[config.mk]
export PLATFORM = sky130hd
export DESIGN_NAME = srs_divider
export DESIGN_NICKNAME = d
export VERILOG_FILES = /design/src/srs_pkg.sv /design/src/srs_divider.sv
export SDC_FILE = /design/constraint.sdc
export NUM_CORES = 1
export LEC_CHECK = 0
export BUFFER_PORTS_ARGS = -buffer_cell sky130_fd_sc_hd__buf_2
export CORE_MARGIN = 5
export CORE_UTILIZATION = 52
export CTS_BUF_LIST = sky130_fd_sc_hd__clkbuf_16
export DETAILED_ROUTE_END_ITERATION = 10
export PLACE_DENSITY_LB_ADDON = 0.08
export SLEW_MARGIN = 10
export SYNTH_ARGS = -nofsm -noshare
export SYNTH_HDL_FRONTEND = slang
export SYNTH_SLANG_ARGS = --single-unit
[constraint.sdc]
create_clock -name aclk -period 3.5 [get_ports aclk]
set_clock_uncertainty 0.15 [all_clocks]
set_input_delay 0.525 -clock aclk [delete_from_list [all_inputs] [get_ports aclk]]
set_output_delay 0.525 -clock aclk [all_outputs]
set_load 0.005 [all_outputs]
[src/srs_pkg.sv]
// ---------------------------------------------------------------------------
// srs_pkg: shared types and constants for the reaction step engine
// Request codes, status codes, sequencer states and fixed constants.
// ---------------------------------------------------------------------------
package srs_pkg;

    localparam int MAX_SPECIES_D   = 16;
    localparam int MAX_REACTIONS_D = 32;
    localparam int MAX_PRODUCTS_D  = 4;
    localparam int COUNT_BITS_D    = 32;

    localparam logic [31:0] LN2_Q32 = 32'd2977044472;
    localparam logic [47:0] TSTEP_MAX = 48'hFFFF_FFFF_FFFF;

    typedef enum logic [2:0] {
        REQ_HEAD  = 3'd0,
        REQ_PROD  = 3'd1,
        REQ_WRITE = 3'd2,
        REQ_READ  = 3'd3,
        REQ_STEP  = 3'd4
    } req_t;

    typedef enum logic [1:0] {
        ST_OK    = 2'd0,
        ST_NONE  = 2'd1,
        ST_RANGE = 2'd2
    } status_t;

    typedef enum logic [4:0] {
        S_IDLE, S_P_RD, S_P_MUL1, S_P_MUL2, S_P_ACC, S_TOT,
        S_LN_MUL, S_LN_SQ, S_LN_FIN1, S_LN_FIN2,
        S_TGT1, S_TGT2, S_SEL_RD, S_SEL_CMP,
        S_DIV, S_DIV_FIN,
        S_RC_RD, S_RC_WR, S_PR_RD, S_PR_RDC, S_PR_WR,
        S_OUT
    } state_t;

endpackage

[src/srs_divider.sv]
// ---------------------------------------------------------------------------
// srs_divider: restoring divider, one quotient bit per cycle
// Divides a 64-bit dividend by a 64-bit divisor.
// ---------------------------------------------------------------------------
module srs_divider
    import srs_pkg::*;
(
    input  logic        aclk,
    input  logic        aresetn,
    input  logic        start,
    input  logic [63:0] dividend,
    input  logic [63:0] divisor,
    output logic        busy,
    output logic [63:0] quotient
);

    logic [6:0]  cnt_reg, cnt_next;
    logic [64:0] rem_reg, rem_next;
    logic [63:0] quo_reg, quo_next;
    logic [63:0] dsr_reg, dsr_next;
    logic [64:0] trial;

    // one shift-subtract step
    always_comb begin
        cnt_next = cnt_reg;
        rem_next = rem_reg;
        quo_next = quo_reg;
        dsr_next = dsr_reg;
        trial    = {rem_reg[63:0], quo_reg[63]};
        if (start) begin
            cnt_next = 7'd64;
            rem_next = '0;
            quo_next = dividend;
            dsr_next = divisor;
        end else if (cnt_reg != 7'd0) begin
            cnt_next = cnt_reg - 7'd1;
            if (trial >= {1'b0, dsr_reg}) begin
                rem_next = trial - {1'b0, dsr_reg};
                quo_next = {quo_reg[62:0], 1'b1};
            end else begin
                rem_next = trial;
                quo_next = {quo_reg[62:0], 1'b0};
            end
        end
    end

    always_ff @(posedge aclk) begin
        if (!aresetn) begin
            cnt_reg <= '0;
        end else begin
            cnt_reg <= cnt_next;
        end
        rem_reg <= rem_next;
        quo_reg <= quo_next;
        dsr_reg <= dsr_next;
    end

    assign busy     = (cnt_reg != 7'd0);
    assign quotient = quo_reg;

endmodule

==> impl_metrics.py, run 1 <==
metrics = {
    "status": {
        "status": "complete, no violations",
    },
    "cts": {
        "cts_tree": "built",
        "cts_buffer_depth": 2,
        "cts_htree_levels": 4,
        "clk_latency_ns": 0.45,
        "cts-root-buf": "clkbuf_16",
        "cts_made_buffers": 17,
        "clk_pin_slew_ns": 0.09,
        "clock-sinks": 199,
    },
    "worst_setup_path": {
        "critPathMaxFanout": 5,
        "endpoint_kind": "flop",
        "cp_num_buf_inv": 1,
        "path_delay_family": "compound AO/OA/AOI/OAI gates",
        "critPathKind": "reg2reg",
        "crit_path_cell_trace": "inv_1, ha_1, fa_1, nand2b_4, a21o_1, a21oi_2, o31a_2, nor3_4, a31oi_4, a31o_4, or4b_1, nand3_1, o22ai_1",
        "required_ns": 3.65,
        "cp_slowest_cell": "or4b_1",
        "arrival_ns": 3.49,
        "critPathLaunchType": "flop",
        "max_stage_delay_ns": 0.50,
    },
    "place": {
        "dpl.cell_count": 1678,
        "place_congestion": 0.909,
        "postPlaceCellArea_um2": 13200,
        "port_buffers": 195,
        "post-dp-hpwl_mm": 21.8,
    },
    "yosys": {
        "yosysTopAreaCell": "edfxtp_1",
        "syn_area_per_cell_um2": 9.59,
        "post-synth-top-count-cell": "edfxtp_1",
        "synth_common_cells": "edfxtp_1, nand2_1, a21oi_1",
        "netlist_instances": 1250,
        "synthDominantCellAreaShare": 0.321,
        "syn-cell-area_um2": 12000,
        "ys_top_cells_by_area": "edfxtp_1, dfxtp_1, ha_1",
        "ys.flop_type": "edfxtp_1",
        "synth_cell_type_count": 73,
        "synth-async-reset-ratio": 0,
        "synth_seq_cells": 199,
        "synth_seq_area_share": 0.439,
        "yosysWarnings": 0,
        "synth_edf_count": 128,
        "synth_nets": 1447,
    },
    "grt": {
        "grt_overflow_total": 0,
        "antenna_found_initial": 0,
        "grt_max_degree": 176,
        "grt_pass1_wl_mm": 48.6,
        "grt_pass1_vias": 9751,
        "grt_util_all_layers": 0.225,
    },
    "cells_and_area": {
        "area_growth_pct": 17.1,
        "stdcell_area_um2": 14000,
        "drive_gt1_frac": 0.254,
        "utilization": 0.619,
        "stdcell_count": 1714,
        "nets": 1612,
    },
    "pwr": {
        "leakage_nw": 6.01,
        "finalPower_mw": 12.7,
        "p_per_area_nw_per_um2": 908,
        "peakVddDrop_mv": 0.519,
    },
    "routing": {
        "drc": 0,
        "dr.pass1.iters": 5,
        "drt-total-wl_mm": 29.9,
        "wl_per_cell_um": 17.4,
        "via_count": 9846,
        "avgViaCountPerCell": 5.74,
        "ant_nets": 0,
        "drt_first_iter_violations": 599,
    },
    "timing": {
        "period_share": 0.955,
        "slew_headroom": 0.309,
        "slew_viol_final": 0,
        "fin_crit_ns": 3.34,
        "worst_slew_pin_slew_ns": 1.04,
        "setup_viol": 0,
        "timing_hold_violations_final": 0,
        "max_freq_mhz": 299,
        "hold_ws_ns": 0.0900,
    },
    "die": {
        "core_area_um2": 22600,
        "io_pins": 196,
        "start_util": 0.529,
        "die_x_um": 162,
        "die_area_um2": 26200,
        "chipHeight_um": 162,
        "rows": 55,
    },
    "hold_path": {
        "hold_path_class": "in2reg",
    },
    "run": {
        "cap_viol_max_count": 0,
    },
}
## through the flow
stage	TNS, ns	setup slack (ns)
2_1_floorplan	0	0.372
3_3_place_gp	0	0.152
3_5_place_dp	0	0.00437
4_1_cts	0	0.0344
5_1_grt	-0.0289	-0.0164
6_report	0	0.156
## area by class of cell
type | count | area (um2)
Antenna cell | 1 | 2.50
Fill cell | 1991 | 8620
Multi-Input combinational cell | 881 | 6140
Timing Repair Buffer | 226 | 1280
Clock buffer | 17 | 425
Tap cell | 285 | 357
Inverter | 90 | 338
Clock inverter | 15 | 215
Sequential cell | 199 | 5270
## metal layers
layer  routed length [um]  up-vias  share of wire  global-route usage
met5                    0        -              0                   0
met4                  386        0          0.013              0.0565
met3                 1400       40          0.047              0.0348
met2                14800      253           0.49               0.389
met1                13300     4664           0.45               0.299
li1                     -     4889              -                   -
## report_power, final
| part | internal, mW | switching [mW] |
|---|---|---|
| Sequential | 3.32 | 0.437 |
| Clock | 1.05 | 1.07 |
| Combinational | 2.79 | 4.06 |
## placed cells by master, fill, tap and decap left out, drive strengths merged, types with 20 or more instances in the layout
master  synthesis  final
a21o           28     28
o21ai          64     64
buf            23    226
edfxtp        128    128
inv            88     96
a21oi         121    121
nand2         126    126
mux2           64     64
nand4          38     38
nor2           89     89
xnor2          39     39
o21bai         22     22
dfxtp          71     71
xor2           20     20
ha             65     65
a311oi         36     36
## final timing paths
| check | from | endpoint | slack [ns] | depth (start not counted) |
|---|---|---|---|---|
| setup / recovery | quotient[63] | rem_reg[56] | 0.16 | 13 |
| hold / removal | divisor[37] | dsr_reg[37] | 0.09 | 1 |
| setup reg to reg | quotient[63] | rem_reg[56] | 0.16 | 13 |
| hold reg to reg | cnt_reg[3] | cnt_reg[3] | 0.33 | 2 |
## what timing repair did
item / 4_1_cts / 5_1_grt
resized for setup: 1 / 24
pin swaps: 0 / 6
setup endpoints to repair: 1 / 56
buffers inserted: 0 / 3
hold buffers: 0 / 0
## logic make-up after synthesis
kind of cell,synth area share
compound gates,0.196
xor+xnor,0.0431
fa+ha+maj,0.0695
buf+inv,0.0573
flops,0.439
mux,0.0618
simple gates,0.132
Note: power is estimated with default switching activity, not from simulation.
==> run 2, diff against run 1 <==
Settings changed: CORE_UTILIZATION 52 to 58.
Clock period 3.5 ns to 3.6 ns, I/O delays scaled along.
==> impl_metrics.py, run 2 (same netlist as run 1, synthesis figures left out) <==
metrics = {
    "cts": {
        "clock-sinks": 199,
        "cts_tree": "built",
        "clk_pin_slew_ns": 0.08,
        "cts_htree_levels": 4,
        "cts-root-buf": "clkbuf_16",
        "clk_latency_ns": 0.45,
        "cts_buffer_depth": 2,
        "cts_made_buffers": 17,
    },
    "grt": {
        "antenna_found_initial": 0,
        "grt_util_all_layers": 0.242,
        "grt_overflow_total": 0,
        "use_met2": 0.413,
        "grt_pass1_wl_mm": 47.9,
        "grt_max_degree": 153,
        "met3_usage": 0.0469,
        "grt_pass1_vias": 9830,
        "grt.busiest_layer": "met2",
        "use_met1": 0.320,
    },
    "die": {
        "io_pins": 196,
        "start_util": 0.590,
        "chipHeight_um": 154,
        "die_x_um": 154,
        "rows": 52,
        "core_area_um2": 20300,
        "die_area_um2": 23600,
    },
    "worst_setup_path": {
        "required_ns": 3.75,
        "r2r_slack_ns": 0.18,
        "path_delay_family": "compound AO/OA/AOI/OAI gates",
        "max_stage_delay_ns": 0.50,
        "ff2ff_path_depth": 13,
        "critPathKind": "reg2reg",
        "worstReg2RegStart": "quotient[63]",
        "cp_num_buf_inv": 1,
        "arrival_ns": 3.57,
        "critPathLaunchType": "flop",
        "critPathMaxFanout": 5,
        "cp_slowest_cell": "or4b_1",
        "r2r-end": "rem_reg[56]",
        "crit_path_cell_trace": "inv_1, ha_1, fa_1, nand2b_4, a21o_1, a21oi_4, o31a_2, nor3_4, a31oi_4, a31o_4, or4b_1, nand3_1, o22ai_1",
        "endpoint_kind": "flop",
    },
    "routing": {
        "drc": 0,
        "drt-total-wl_mm": 29.1,
        "wl_per_cell_um": 17.2,
        "avgViaCountPerCell": 5.86,
        "via_count": 9919,
        "drt_first_iter_violations": 747,
        "dr.pass1.iters": 6,
        "ant_nets": 0,
    },
    "timing": {
        "period_share": 0.950,
        "fin_crit_ns": 3.42,
        "tns_ns": 0,
        "max_freq_mhz": 292,
        "setup_viol": 0,
        "timing_hold_violations_final": 0,
        "grt_setup_unrepaired": "false",
        "hold_ws_ns": 0.110,
        "worst_slew_pin_slew_ns": 0.838,
        "slew_headroom": 0.440,
        "slew_viol_final": 0,
    },
    "pwr": {
        "peakVddDrop_mv": 0.508,
        "p_per_area_nw_per_um2": 880,
        "leakage_nw": 5.99,
    },
    "cells_and_area": {
        "area_growth_pct": 16.1,
        "stdcell_count": 1694,
        "diodes": 0,
        "nets": 1608,
        "final_common_cell": "buf_2",
        "drive_gt1_frac": 0.243,
        "layout_common_cells": "buf_2, edfxtp_1, nand2_1, a21oi_1",
    },
    "place": {
        "port_buffers": 195,
        "place_congestion": 0.912,
        "dpl.cell_count": 1654,
        "post-dp-hpwl_mm": 21.1,
    },
    "status": {
        "status": "complete, no violations",
    },
    "hold_path": {
        "min_to": "dsr_reg[24]",
        "min-delay-start": "divisor[24]",
        "hold_depth": 1,
        "hold_path_class": "in2reg",
    },
    "run": {
        "cap_viol_max_count": 0,
    },
}
run 2: per-stage QoR:
stage | area, um2 | util | power, mW | setup WS [ns]
CTS | 13800 | 0.682 | 12.2 | 0.0857
detailed placement | 13200 | 0.649 | 10.0 | 0.0143
floorplan | 12000 | - | 8.33 | 0.472
global route | 13900 | 0.685 | 13.2 | 0.0119
global placement | 13200 | 0.649 | 9.94 | 0.0436
finish | 13900 | 0.685 | 12.2 | 0.180
run 2: power by group:
| group | internal, mW | switching (mW) | total, mW |
|---|---|---|---|
| clock network | 1.00 | 0.981 | 1.99 |
| logic | 2.69 | 3.92 | 6.60 |
| registers | 3.22 | 0.434 | 3.66 |
| total | 6.91 | 5.33 | 12.2 |
run 2: per-layer routing:
layer	part of all wire	routed length [um]
met1	0.44	12700
met2	0.49	14400
met3	0.054	1580
met4	0.014	407
met5	0	0
run 2: how the worst max path moves through the flow:
stage / startpoint / to / cells past startpoint
3_3_place_gp: quotient[63] / rem_reg[50] / 14
6_report: quotient[63] / rem_reg[56] / 13
5_1_grt: dsr_reg[41] / rem_reg[54] / 12
4_1_cts: dsr_reg[3] / rem_reg[62] / 13
3_5_place_dp: quotient[63] / rem_reg[50] / 14
2_1_floorplan: cnt_reg[0] / quotient[0] / 8
run 2: area by class of cell:
type | count | area [um2]
fillers | 1635 | 6390
multi-input cells | 881 | 6110
flip-flops and latches | 199 | 5270
repair buffers | 222 | 1260
clock buffers | 17 | 425
inverters | 90 | 338
well taps | 270 | 338
clock inverters | 15 | 176
run 2: repair_timing:
action                                  4_1_cts  5_1_grt
pin swaps                                     1        1
endpoints found under the setup margin        2       57
resized for setup                             1       12
buffers inserted                              6        2
hold buffers                                  0        0
gates cloned                                  0        0
==> run 3, diff against run 2 <==
Settings changed: ABC_AREA set to 1, CORE_UTILIZATION 58 to 59.
==> impl_metrics.py, run 3 <==
metrics = {
    "place": {
        "port_buffers": 195,
        "postPlaceCellArea_um2": 15700,
        "dp_slack_ns": 0.742,
        "post-dp-hpwl_mm": 33.8,
        "place_congestion": 0.987,
        "dpl.cell_count": 2669,
    },
    "cts": {
        "clk_pin_slew_ns": 0.10,
        "cts_hold_buffers": 0,
        "cts_htree_levels": 4,
        "cts-root-buf": "clkbuf_16",
        "clock-sinks": 199,
        "post-cts-setup-buffers": 0,
        "cts_tree": "built",
        "cts_resized": 0,
        "clk_latency_ns": 0.46,
        "cts_buffer_depth": 2,
        "cts_made_buffers": 17,
    },
    "yosys": {
        "muxShareOfSynthArea": 0,
        "yosysTopAreaCell": "edfxtp_1",
        "synth_seq_cells": 199,
        "synth_compound_area_frac": 0.0413,
        "synthDominantCellAreaShare": 0.266,
        "synth_common_cells": "nand2_1, inv_1, edfxtp_1",
        "synth-xor-area-share": 0.0206,
        "synth_cell_type_count": 39,
        "ys_top_cells_by_area": "edfxtp_1, nand2_1, inv_1",
        "synth_edf_count": 128,
        "synth-simple-area-share": 0.377,
        "yosys.area_share.adder": 0.0576,
        "synth-async-reset-ratio": 0,
        "syn_area_per_cell_um2": 6.62,
        "synth_nets": 2380,
        "netlist_instances": 2183,
        "synth_top_family_by_area": "simple AND/OR/NAND/NOR gates",
        "yosysWarnings": 0,
        "synth_seq_area_share": 0.364,
        "post-synth-top-count-cell": "nand2_1",
        "ys.flop_type": "edfxtp_1",
        "syn-cell-area_um2": 14500,
    },
    "hold_path": {
        "hold_path_class": "in2reg",
        "hold_depth": 1,
    },
    "pwr": {
        "finalPower_mw": 6.18,
        "swShare": 0.325,
        "p_switching_mw": 2.01,
        "combPwrFrac": 0.197,
        "p_int_mw": 4.17,
        "p_per_area_nw_per_um2": 379,
        "peakVddDrop_mv": 0.329,
        "pwr-share-clk": 0.329,
        "pwr-share-seq": 0.474,
        "leakage_nw": 9.28,
    },
    "timing": {
        "period_share": 0.838,
        "timing_hold_violations_final": 0,
        "grt_setup_unrepaired": "false",
        "slew_headroom": 0.290,
        "hold_ws_ns": 0.102,
        "worst_slew_pin_slew_ns": 1.07,
        "max_freq_mhz": 332,
        "worst_slack_ns": 0.585,
        "setup_viol": 0,
        "fin_crit_ns": 3.02,
        "slew_viol_final": 0,
        "tns_ns": 0,
    },
    "worst_setup_path": {
        "r2r_slack_ns": 0.58,
        "crit_path_cell_trace": "inv_1, ha_1, nand2_2, inv_2, nand2_1, nand2_1, inv_2, nand3_2, nand2_2, nand2_4, nand2_2, nand2_2, nand2_4, buf_4, nand3_1, nand3_1, o21ai_1",
        "path_delay_family": "simple AND/OR/NAND/NOR gates",
        "critical_path_depth": 17,
        "endpoint_kind": "flop",
        "cp_slowest_cell": "buf_4",
        "required_ns": 3.79,
        "arrival_ns": 3.20,
        "critPathLaunchType": "flop",
        "cpMostUsedCell": "nand2_2",
        "ff2ff_path_depth": 17,
        "cp_num_buf_inv": 4,
        "critPathKind": "reg2reg",
        "critPathMaxFanout": 40,
        "max_stage_delay_ns": 0.42,
    },
    "cells_and_area": {
        "nets": 2561,
        "utilization": 0.673,
        "area_growth_pct": 12.9,
        "diodes": 0,
        "final_common_cell": "nand2_1",
        "drive_gt1_frac": 0.138,
        "layout_common_cells": "nand2_1, inv_1, buf_2, edfxtp_1, nand3_1",
        "stdcell_count": 2701,
        "n_fill_cell": 2205,
        "stdcell_area_um2": 16300,
    },
    "die": {
        "die_x_um": 167,
        "core_area_um2": 24200,
        "die_area_um2": 27700,
        "start_util": 0.596,
        "io_pins": 196,
        "chipHeight_um": 167,
        "rows": 57,
    },
    "routing": {
        "drt_first_iter_violations": 1193,
        "ant_nets": 0,
        "avgViaCountPerCell": 5.11,
        "drt-total-wl_mm": 43.1,
        "drc": 0,
        "wl_per_cell_um": 16.0,
        "via_count": 13800,
        "dr.pass1.iters": 6,
    },
    "grt": {
        "grt_overflow_total": 0,
        "met3_usage": 0.0517,
        "grt.busiest_layer": "met2",
        "use_met1": 0.410,
        "grt_max_degree": 74,
        "grt_util_all_layers": 0.302,
        "antenna_found_initial": 0,
        "use_met2": 0.500,
        "grt_pass1_wl_mm": 67.7,
        "grt_pass1_vias": 13200,
    },
    "status": {
        "status": "complete, no violations",
    },
    "run": {
        "cap_viol_max_count": 0,
    },
}
-- run 3: cell count changes after synthesis, moves of 36 or more --
cell | previous run | this run
a21oi_1 | 120 | 51
a311oi_1 | 36 | 0
clkbuf_1 | 56 | 9
inv_1 | 88 | 442
mux2_2 | 64 | 0
nand2_1 | 126 | 910
nand3_1 | 18 | 125
o21ai_0 | 61 | 18
-- run 3: logic make-up (layout without fill, tap and decap cells) --
group,after synthesis,count (layout)
compound gates,109,109
xor+xnor,34,34
fa+ha+maj,66,66
buf+inv,503,697
flops,199,199
simple gates,1272,1272
-- run 3: path summary, 6_finish.rpt --
path,start,to
setup / recovery,dsr_reg[7],rem_reg[26]
hold / removal,divisor[41],dsr_reg[41]
setup reg to reg,dsr_reg[7],rem_reg[26]
hold reg to reg,rem_reg[53],rem_reg[53]
-- run 3: worst reg2reg max path, delay by kind of cell, from the launching register on --
| kind | cells | cell delay, ns |
|---|---|---|
| flops | 1 | 0.37 |
| fa+ha+maj | 1 | 0.30 |
| compound gates | 1 | 0.08 |
| simple gates | 11 | 1.40 |
| buf+inv | 4 | 0.62 |
-- run 3: power by group through the flow --
stage	clock (mW)	combinational [mW]	sequential, mW
floorplan	0	0.672	2.98
global placement	0	1.18	2.97
detailed placement	0	1.21	2.96
CTS	2.05	1.21	2.93
global route	2.15	1.34	2.96
finish	2.03	1.22	2.93
-- run 3: area by class of cell --
class / instances / area, um2 / area share
well taps: 324 / 405 / 0.0248
inverters: 457 / 1720 / 0.105
clock buffers: 17 / 425 / 0.0261
repair buffers: 208 / 1130 / 0.0690
clock inverters: 15 / 191 / 0.0117
flip-flops and latches: 199 / 5270 / 0.323
multi-input cells: 1481 / 7200 / 0.441
-- run 3: layer usage --
layer | part of all wire | wire (um)
met4 | 0.024 | 1040
met1 | 0.45 | 19200
met5 | 0 | 0
met2 | 0.46 | 19800
met3 | 0.070 | 3030
